### config.mk
export PLATFORM = sky130hd
export DESIGN_NAME = ordered_list_store_top
export DESIGN_NICKNAME = d
export VERILOG_FILES = /design/src/hdl/ols_pkg.sv /design/src/hdl/ols_cell.sv /design/src/hdl/ordered_list_store_top.sv
export SDC_FILE = /design/constraint.sdc
export NUM_CORES = 2
export LEC_CHECK = 0
export BUFFER_PORTS_ARGS = -buffer_cell sky130_fd_sc_hd__buf_2
export CORE_AREA = 2 2 260 262
export CTS_BUF_LIST = sky130_fd_sc_hd__clkbuf_4
export DETAILED_ROUTE_END_ITERATION = 10
export DIE_AREA = 0 0 262 264
export HOLD_SLACK_MARGIN = 0.03
export MAX_ROUTING_LAYER = met4
export PLACE_DENSITY_LB_ADDON = 0.2
export SETUP_SLACK_MARGIN = 0.4
export SLEW_MARGIN = 40
export SYNTH_ARGS = -nofsm -noshare
export SYNTH_HDL_FRONTEND = slang
export SYNTH_SLANG_ARGS = --single-unit
### constraint.sdc
create_clock -name clock -period 14.58 [get_ports clock]
set_input_delay 0.729 -clock clock [delete_from_list [all_inputs] [get_ports clock]]
set_output_delay 0.729 -clock clock [all_outputs]
set_load 0.02 [all_outputs]
### src/hdl/ols_pkg.sv
// Shared types and constants for the ordered list store.
// Holds the request/response payload structs, command and status codes,
// and the control struct broadcast to every cell. No dependencies.
`default_nettype none

package ols_pkg;

   localparam int WORD_W  = 32;
   localparam int CMD_W   = 3;
   localparam int INDEX_W = 8;
   localparam int STAT_W  = 3;
   localparam int LEN_W   = 5;
   // Widest cell position needed over the whole supported capacity range.
   localparam int POS_W   = 8;

   typedef logic [CMD_W-1:0]  cmd_type;
   typedef logic [STAT_W-1:0] status_type;

   localparam cmd_type CMD_ADD_HEAD  = 3'd0;
   localparam cmd_type CMD_ADD_TAIL  = 3'd1;
   localparam cmd_type CMD_INSERT_AT = 3'd2;
   localparam cmd_type CMD_READ_AT   = 3'd3;
   localparam cmd_type CMD_DEL_HEAD  = 3'd4;
   localparam cmd_type CMD_DEL_TAIL  = 3'd5;

   localparam status_type ST_OK       = 3'd0;
   localparam status_type ST_READ_OOR = 3'd1;
   localparam status_type ST_EMPTY    = 3'd2;
   localparam status_type ST_APPENDED = 3'd3;
   localparam status_type ST_FULL     = 3'd4;

   localparam logic signed [WORD_W-1:0] MISS_WORD = -32'sd999;

   typedef struct packed {
      cmd_type                    cmd;
      logic signed [WORD_W-1:0]   data;
      logic [INDEX_W-1:0]         index;
   } req_type;

   typedef struct packed {
      logic signed [WORD_W-1:0]   read_data;
      status_type                 status;
      logic [LEN_W-1:0]           length;
      logic                       is_empty;
   } rsp_type;

   // Broadcast to the cell row once per transfer.
   typedef struct packed {
      logic                       insert_en;
      logic                       delete_en;
      logic [POS_W-1:0]           pos;
      logic signed [WORD_W-1:0]   data;
   } cell_ctl_type;

endpackage

`default_nettype wire

### src/hdl/ols_cell.sv
// One storage cell of the ordered list row.
// Depends on ols_pkg for the broadcast control struct.
`default_nettype none

module ols_cell #(
   parameter int INDEX = 0
) (
   input  wire logic                                 clock,
   input  wire ols_pkg::cell_ctl_type                ctl,
   input  wire logic signed [ols_pkg::WORD_W-1:0]    left_word,
   input  wire logic signed [ols_pkg::WORD_W-1:0]    right_word,
   output logic signed [ols_pkg::WORD_W-1:0]         word
);

   localparam logic [ols_pkg::POS_W-1:0] MyPos = ols_pkg::POS_W'(INDEX);

   logic signed [ols_pkg::WORD_W-1:0] word_ff;
   logic signed [ols_pkg::WORD_W-1:0] word_in;

   // An insert opens a gap at pos by moving every later cell up one place;
   // a delete closes the gap at pos by pulling every later cell down.
   always_comb begin
      word_in = word_ff;
      if (ctl.insert_en) begin
         if (MyPos > ctl.pos) begin
            word_in = left_word;
         end else if (MyPos == ctl.pos) begin
            word_in = ctl.data;
         end
      end else if (ctl.delete_en) begin
         if (MyPos >= ctl.pos) begin
            word_in = right_word;
         end
      end
   end

   always_ff @(posedge clock) begin
      word_ff <= word_in;
   end

   assign word = word_ff;

endmodule

`default_nettype wire

### src/hdl/ordered_list_store_top.sv
// Top level of the ordered list store: command decode, fill count,
// the row of ols_cell instances and the response register. Uses ols_pkg.
//
//   channel | direction | handshake            | payload
//   req     | in        | req_valid/req_ready  | ols_pkg::req_type
//   rsp     | out       | rsp_valid/rsp_ready  | ols_pkg::rsp_type
//
// Inserts and head deletes shift the cell row on the edge of the
// transfer, and every result appears in the response register
// on the following cycle. A new command is taken every cycle while the
// response side keeps up; the response register is the only stall point.
// Reset empties the list at once; cell contents are not cleared.
`default_nettype none

module ordered_list_store_top #(
   parameter int CAPACITY = 16
) (
   input  wire logic              clock,
   input  wire logic              reset,
   input  wire logic              req_valid,
   output logic                   req_ready,
   input  wire ols_pkg::req_type  req_payload,
   output logic                   rsp_valid,
   input  wire logic              rsp_ready,
   output ols_pkg::rsp_type       rsp_payload
);

   localparam int CntW = $clog2(CAPACITY + 1);
   localparam int AddrW = (CAPACITY > 1) ? $clog2(CAPACITY) : 1;
   localparam int CmpW = ((CntW > ols_pkg::INDEX_W) ? CntW : ols_pkg::INDEX_W) + 1;
   localparam int PosW = ols_pkg::POS_W;
   localparam int LenW = ols_pkg::LEN_W;

   logic [CntW-1:0]  count_ff;
   logic [CntW-1:0]  count_in;
   logic             rsp_valid_ff;
   logic             rsp_valid_in;
   ols_pkg::rsp_type rsp_ff;
   ols_pkg::rsp_type rsp_in;

   ols_pkg::cell_ctl_type ctl;
   logic signed [ols_pkg::WORD_W-1:0] words [CAPACITY];

   logic                  req_fire;
   logic [ols_pkg::INDEX_W-1:0] k;
   logic [CmpW-1:0]       k_x;
   logic [CmpW-1:0]       cnt_x;
   logic                  full;
   logic                  empty;
   logic [AddrW-1:0]      rd_addr;

   assign req_ready = !rsp_valid_ff || rsp_ready;
   assign req_fire  = req_valid && req_ready;

   assign k     = (req_payload.index == '0) ? ols_pkg::INDEX_W'(1) : req_payload.index;
   assign k_x   = CmpW'(k);
   assign cnt_x = CmpW'(count_ff);
   assign full  = (count_ff == CntW'(CAPACITY));
   assign empty = (count_ff == '0);
   // Only used when k is within the list, so k-1 is below CAPACITY.
   assign rd_addr = AddrW'(k - ols_pkg::INDEX_W'(1));

   always_comb begin
      ctl           = '0;
      ctl.data      = req_payload.data;
      count_in      = count_ff;
      rsp_in        = '0;
      if (req_fire) begin
         unique case (req_payload.cmd) inside
            ols_pkg::CMD_ADD_HEAD, ols_pkg::CMD_ADD_TAIL, ols_pkg::CMD_INSERT_AT: begin
               if (full) begin
                  rsp_in.status = ols_pkg::ST_FULL;
               end else begin
                  ctl.insert_en = 1'b1;
                  count_in      = count_ff + CntW'(1);
                  if (req_payload.cmd == ols_pkg::CMD_ADD_HEAD) begin
                     ctl.pos = '0;
                  end else if (req_payload.cmd == ols_pkg::CMD_ADD_TAIL) begin
                     ctl.pos = PosW'(count_ff);
                  end else if (k_x <= cnt_x + CmpW'(1)) begin
                     ctl.pos = PosW'(k - ols_pkg::INDEX_W'(1));
                  end else begin
                     ctl.pos       = PosW'(count_ff);
                     rsp_in.status = ols_pkg::ST_APPENDED;
                  end
               end
            end
            ols_pkg::CMD_READ_AT: begin
               if (k_x > cnt_x) begin
                  rsp_in.read_data = ols_pkg::MISS_WORD;
                  rsp_in.status    = ols_pkg::ST_READ_OOR;
               end else begin
                  rsp_in.read_data = words[rd_addr];
               end
            end
            ols_pkg::CMD_DEL_HEAD, ols_pkg::CMD_DEL_TAIL: begin
               if (empty) begin
                  rsp_in.status = ols_pkg::ST_EMPTY;
               end else begin
                  count_in = count_ff - CntW'(1);
                  // Removing the tail needs no movement; the count drop hides it.
                  if (req_payload.cmd == ols_pkg::CMD_DEL_HEAD) begin
                     ctl.delete_en = 1'b1;
                     ctl.pos       = '0;
                  end
               end
            end
            default: begin
            end
         endcase
         rsp_in.length   = LenW'(count_in);
         rsp_in.is_empty = (count_in == '0);
      end
   end

   always_comb begin
      rsp_valid_in = rsp_valid_ff;
      if (req_fire) begin
         rsp_valid_in = 1'b1;
      end else if (rsp_ready) begin
         rsp_valid_in = 1'b0;
      end
   end

   always_ff @(posedge clock) begin
      if (reset) begin
         count_ff     <= '0;
         rsp_valid_ff <= 1'b0;
      end else begin
         count_ff     <= count_in;
         rsp_valid_ff <= rsp_valid_in;
      end
   end

   always_ff @(posedge clock) begin
      if (req_fire) begin
         rsp_ff <= rsp_in;
      end
   end

   for (genvar i = 0; i < CAPACITY; i++) begin : g_cell
      logic signed [ols_pkg::WORD_W-1:0] left_word;
      logic signed [ols_pkg::WORD_W-1:0] right_word;
      if (i == 0) begin : g_first
         assign left_word = '0;
      end else begin : g_mid_l
         assign left_word = words[i-1];
      end
      if (i == CAPACITY - 1) begin : g_last
         assign right_word = words[i];
      end else begin : g_mid_r
         assign right_word = words[i+1];
      end
      ols_cell #(
         .INDEX(i)
      ) u_cell (
         .clock      (clock),
         .ctl        (ctl),
         .left_word  (left_word),
         .right_word (right_word),
         .word       (words[i])
      );
   end

   assign rsp_valid   = rsp_valid_ff;
   assign rsp_payload = rsp_ff;

   // An insert into a full list must be dropped and reported.
   assert property (@(posedge clock) disable iff (reset)
      req_fire && full && (req_payload.cmd == ols_pkg::CMD_ADD_HEAD ||
         req_payload.cmd == ols_pkg::CMD_ADD_TAIL ||
         req_payload.cmd == ols_pkg::CMD_INSERT_AT)
      |=> rsp_ff.status == ols_pkg::ST_FULL && $stable(count_ff))
      else $error("insert into full list was not dropped");

   // The fill count moves only on a transfer.
   assert property (@(posedge clock) disable iff (reset)
      !req_fire |=> $stable(count_ff))
      else $error("fill count changed without a transfer");

   // A read leaves the list length untouched.
   assert property (@(posedge clock) disable iff (reset)
      req_fire && req_payload.cmd == ols_pkg::CMD_READ_AT |=> $stable(count_ff))
      else $error("read changed the fill count");

   // The fill count never passes the capacity.
   assert property (@(posedge clock) disable iff (reset)
      req_fire |=> count_ff <= CntW'(CAPACITY))
      else $error("fill count above capacity");

endmodule

`default_nettype wire
==> summary.md <==
| Metric | Value |
|---|---|
| Worst setup SP type | `flop` |
| Die area | `69170 um2` |
| R2R depth | `14` |
| Lkg Pwr | `14.39 nW` |
| Detailed-route wire length | `110.4 mm` |
| PostCTS Resize Cnt | `0` |
| Pwr dens | `111.4 nW/um2` |
| Synth warn | `0` |
| Max_slew headroom | `38.82%` |
| Worst R2R Start | `count_ff[1]$_SDFFE_PP0P_` |
| First DRT Iteration DRCs | `3667` |
| Library cells used by synthesis | `65` |
| CTS root buf | `clkbuf_4` |
| Initial antenna violation count | `3` |
| Area of the multi-input gates | `14980 um2` |
| Commonest register cell after synthesis | `edfxtp_1` |
| Pins Over Slew Limit | `0` |
| Vias per cell | `6.451` |
| Placed instance area | `34150 um2` |
| Drt wl/cell | `25.07 um` |
| IO Pins | `90` |
| Clock transition at path regs | `0.07 ns` |
| Setup-failing EPs final | `0` |
| Final Core Density | `54.69%` |
| Residual DRC | `0` |
| WP data required | `15.29 ns` |
| Max Root-Sink Buffers | `3` |
| Vias in the first global route | `27080` |
| Yosys top cell by area | `edfxtp_1` |
| H-Tree Depth | `4` |
| Worst R2R End | `g_cell[12].u_cell.word[9]$_DFFE_PP_` |
| Setup Skew | `0.06197 ns` |
| Share of cells above drive strength 1 | `13.67%` |
| Clock sinks | `559` |
| Max stage delay on crit path | `0.60 ns` |
| PortBufs | `89` |
| Sequential area share after synthesis | `50.82%` |
| CTS tree | `yes` |
| Final period util | `37.95%` |
| Hold Vio Cnt, Final | `0` |
| GRT Resource Usage Total | `32.35%` |
| Least-Margin Pin Slew | `0.9177 ns` |
| Via count | `28400` |
| Async SR Flop Fraction | `0%` |
| Placement Setup Slack | `8.272 ns` |
| Crit path buf inv count | `3` |
| CP endpoint kind | `flop` |
| Flop-to-flop setup slack | `9.05 ns` |
| Antenna Nets Post-Route | `0` |
| Worst Hold Class | `in -> reg` |
| Synthesized area | `32910 um2` |
| Fin area | `36400 um2` |
| Critical Path Fanout Max | `34` |
| Initial core utilization | `49.45%` |
| Slowest CP cell | `mux2i_1` |
| Min Tclk post-route | `5.534 ns` |
| Mapped Avg Cell Area | `9.615 um2` |
| DR pass1 iterations | `6` |
| Post-CTS setup buffer count | `0` |
| Final setup TNS | `0 ns` |
| VDD IR-drop max | `0.07318 mV` |
| # rows | `95` |
| Most area-consuming cells after synthesis | `edfxtp_1, mux2i_1, nand2_1` |
| Yosys top cell area share | `50.45%` |
| WHS Path Cells | `2` |
| RSZ-0062 raised after global routing | `no` |
| Worst-path cell chain | `nand2_1 -> nor2_1 -> nand3_1 -> ha_1 -> a2111oi_1 -> nand3_1 -> a21oi_4 -> mux2i_1 -> and4_1 -> buf_4 -> nand2b_4 -> nor2_4 -> buf_8 -> buf_8` |
| Area of the core | `66560 um2` |
| # Max-Cap Violations | `0` |
| Largest net degree at the start of global routing | `177` |
| FMAX | `180.7 MHz` |
| CP top delay family | `simple AND/OR/NAND/NOR gates` |
| Hold_ws | `0.2027 ns` |
| Number of buffers created by CTS | `157` |
| Worst Path Arrival | `6.25 ns` |
| Register area | `16730 um2` |
| Die Y | `264 um` |
| Crit path kind | `reg -> reg` |
| Clock latency on the worst-skew pair | `1.02 ns` |
| Hold path start | `req_payload[41]` |
| First-pass GRT wire length | `165.7 mm` |
| DP HPWL | `66.95 mm` |
| Mapped Cells | `3423` |
| Setup WS post-layout | `9.046 ns` |
| Syn_nets | `3483` |
| Worst hold endpoint | `rsp_payload[7]$_DFFE_PP_` |
| Register bit total from synthesis | `559` |
| Fillers | `5921` |
| Area Overhead vs Synth | `10.61%` |
| Total congestion overflow | `0` |
| Post-synth EDFFs | `553` |
| Final net count | `3468` |
| Final RePlAce weighted congestion | `0.9052` |
| DIE WIDTH | `262 um` |
| Status | `completed` |
==> registers in the layout, indices dropped and copies added, names as in the netlist <==
signal and count:
rsp_valid 1, rsp_payload 41, count_ff 5, g_cell.u_cell.word 512
==> timing repair <==
action,in CTS,in global routing
endpoints found under the hold margin,6,0
setup endpoints to repair,0,0
hold buffers,3,0
==> cell families after synthesis <==
group / count (synthesis) / share of synthesized area, %
xor gates and xnor gates: 5 / 0.1330
adders and majority gates: 13 / 0.4942
DFF: 559 / 50.82
AOI/OAI and AO/OA: 973 / 17.15
and+or+nand+nor: 1105 / 13.98
buffers and inverters: 350 / 4.588
muxes: 418 / 12.84
==> where the power goes <==
group / switching (mW) / internal [mW] / leakage [nW]
registers: 0.0657 / 1.88 / 5.21
logic: 0.372 / 0.176 / 7.92
clock network: 0.710 / 0.852 / 1.26
==> layout by cell type, fill, tap and decap left out, drive strengths merged, types with 4 or more instances in the layout <==
cell type / netlist / layout
nand2: 645 / 645
edfxtp: 553 / 553
o21ai: 435 / 435
mux2i: 384 / 384
clkbuf: 248 / 247
nor2: 247 / 247
a21oi: 176 / 176
buf: 89 / 160
o22ai: 129 / 129
nand3: 95 / 95
o211ai: 70 / 70
a31oi: 63 / 63
nor2b: 39 / 39
nand4: 35 / 35
o31ai: 35 / 35
a41oi: 34 / 34
mux2: 34 / 34
clkinv: 1 / 20
inv: 12 / 17
ha: 13 / 13
nor3: 10 / 10
o21a: 7 / 7
dfxtp: 6 / 6
nand2b: 6 / 6
a211oi: 6 / 6
bufinv: 0 / 5
xnor2: 4 / 4
or3: 4 / 4
or2: 4 / 4
and2: 4 / 4
==> per-layer routing <==
metal	vias to the layer above	GRT usage, %	routed length [um]
met5	-	-	0
met4	0	12.52	3400
met3	281	8.281	13050
met2	1871	44.15	47250
met1	13570	45.94	46660
li1	12680	-	-
==> layout make-up <==
type / instances / area share [%]
tap: 873 / 3.000
clock inverter: 30 / 0.6977
inverter: 13 / 0.1340
antenna: 3 / 0.02062
multi-input combinational: 2514 / 41.14
sequential: 559 / 45.94
timing repair buffer: 163 / 3.970
clock buffer: 247 / 5.093
==> stage by stage <==
step / cells / power, mW
3_5_place_dp: 4115 / 2.507
2_1_floorplan: 3423 / 2.299
4_1_cts: 4395 / 4.063
3_3_place_gp: 4091 / 2.473
6_report: 4402 / 4.056
5_1_grt: 4402 / 4.211
==> synthesized netlist by cell type (5+ instances only) <==
master,count
a41oi_1,34
mux2i_1,384
nor2b_1,39
nand3_1,95
clkbuf_1,247
a21oi_1,173
a31oi_1,63
buf_6,14
nand2_1,645
a211oi_1,5
o211ai_1,70
ha_1,13
nand4_1,35
o31ai_1,35
buf_1,29
o22ai_1,129
mux2_1,29
buf_2,33
nand2b_1,5
edfxtp_1,553
mux2_2,5
o21ai_0,341
dfxtp_1,6
o21a_1,7
o21ai_1,94
nor2_1,246
buf_4,13
inv_1,11
nor3_1,10
==> worst max-delay path by stage <==
stage                                         from                              endpoint  slack, ns  depth (start not counted)
after global routing      count_ff[1]$_SDFFE_PP0P_   g_cell[12].u_cell.word[6]$_DFFE_PP_       8.74                         14
after floorplan                     req_payload[5]    g_cell[4].u_cell.word[0]$_DFFE_PP_       6.44                         14
after detailed placement            req_payload[5]  g_cell[12].u_cell.word[22]$_DFFE_PP_       8.27                         17
after CTS                 count_ff[1]$_SDFFE_PP0P_   g_cell[12].u_cell.word[6]$_DFFE_PP_       9.07                         15
after global placement              req_payload[5]   g_cell[2].u_cell.word[30]$_DFFE_PP_       8.03                         15
final                     count_ff[1]$_SDFFE_PP0P_   g_cell[12].u_cell.word[9]$_DFFE_PP_       9.05                         14
Power figures use the tool's default switching activity.
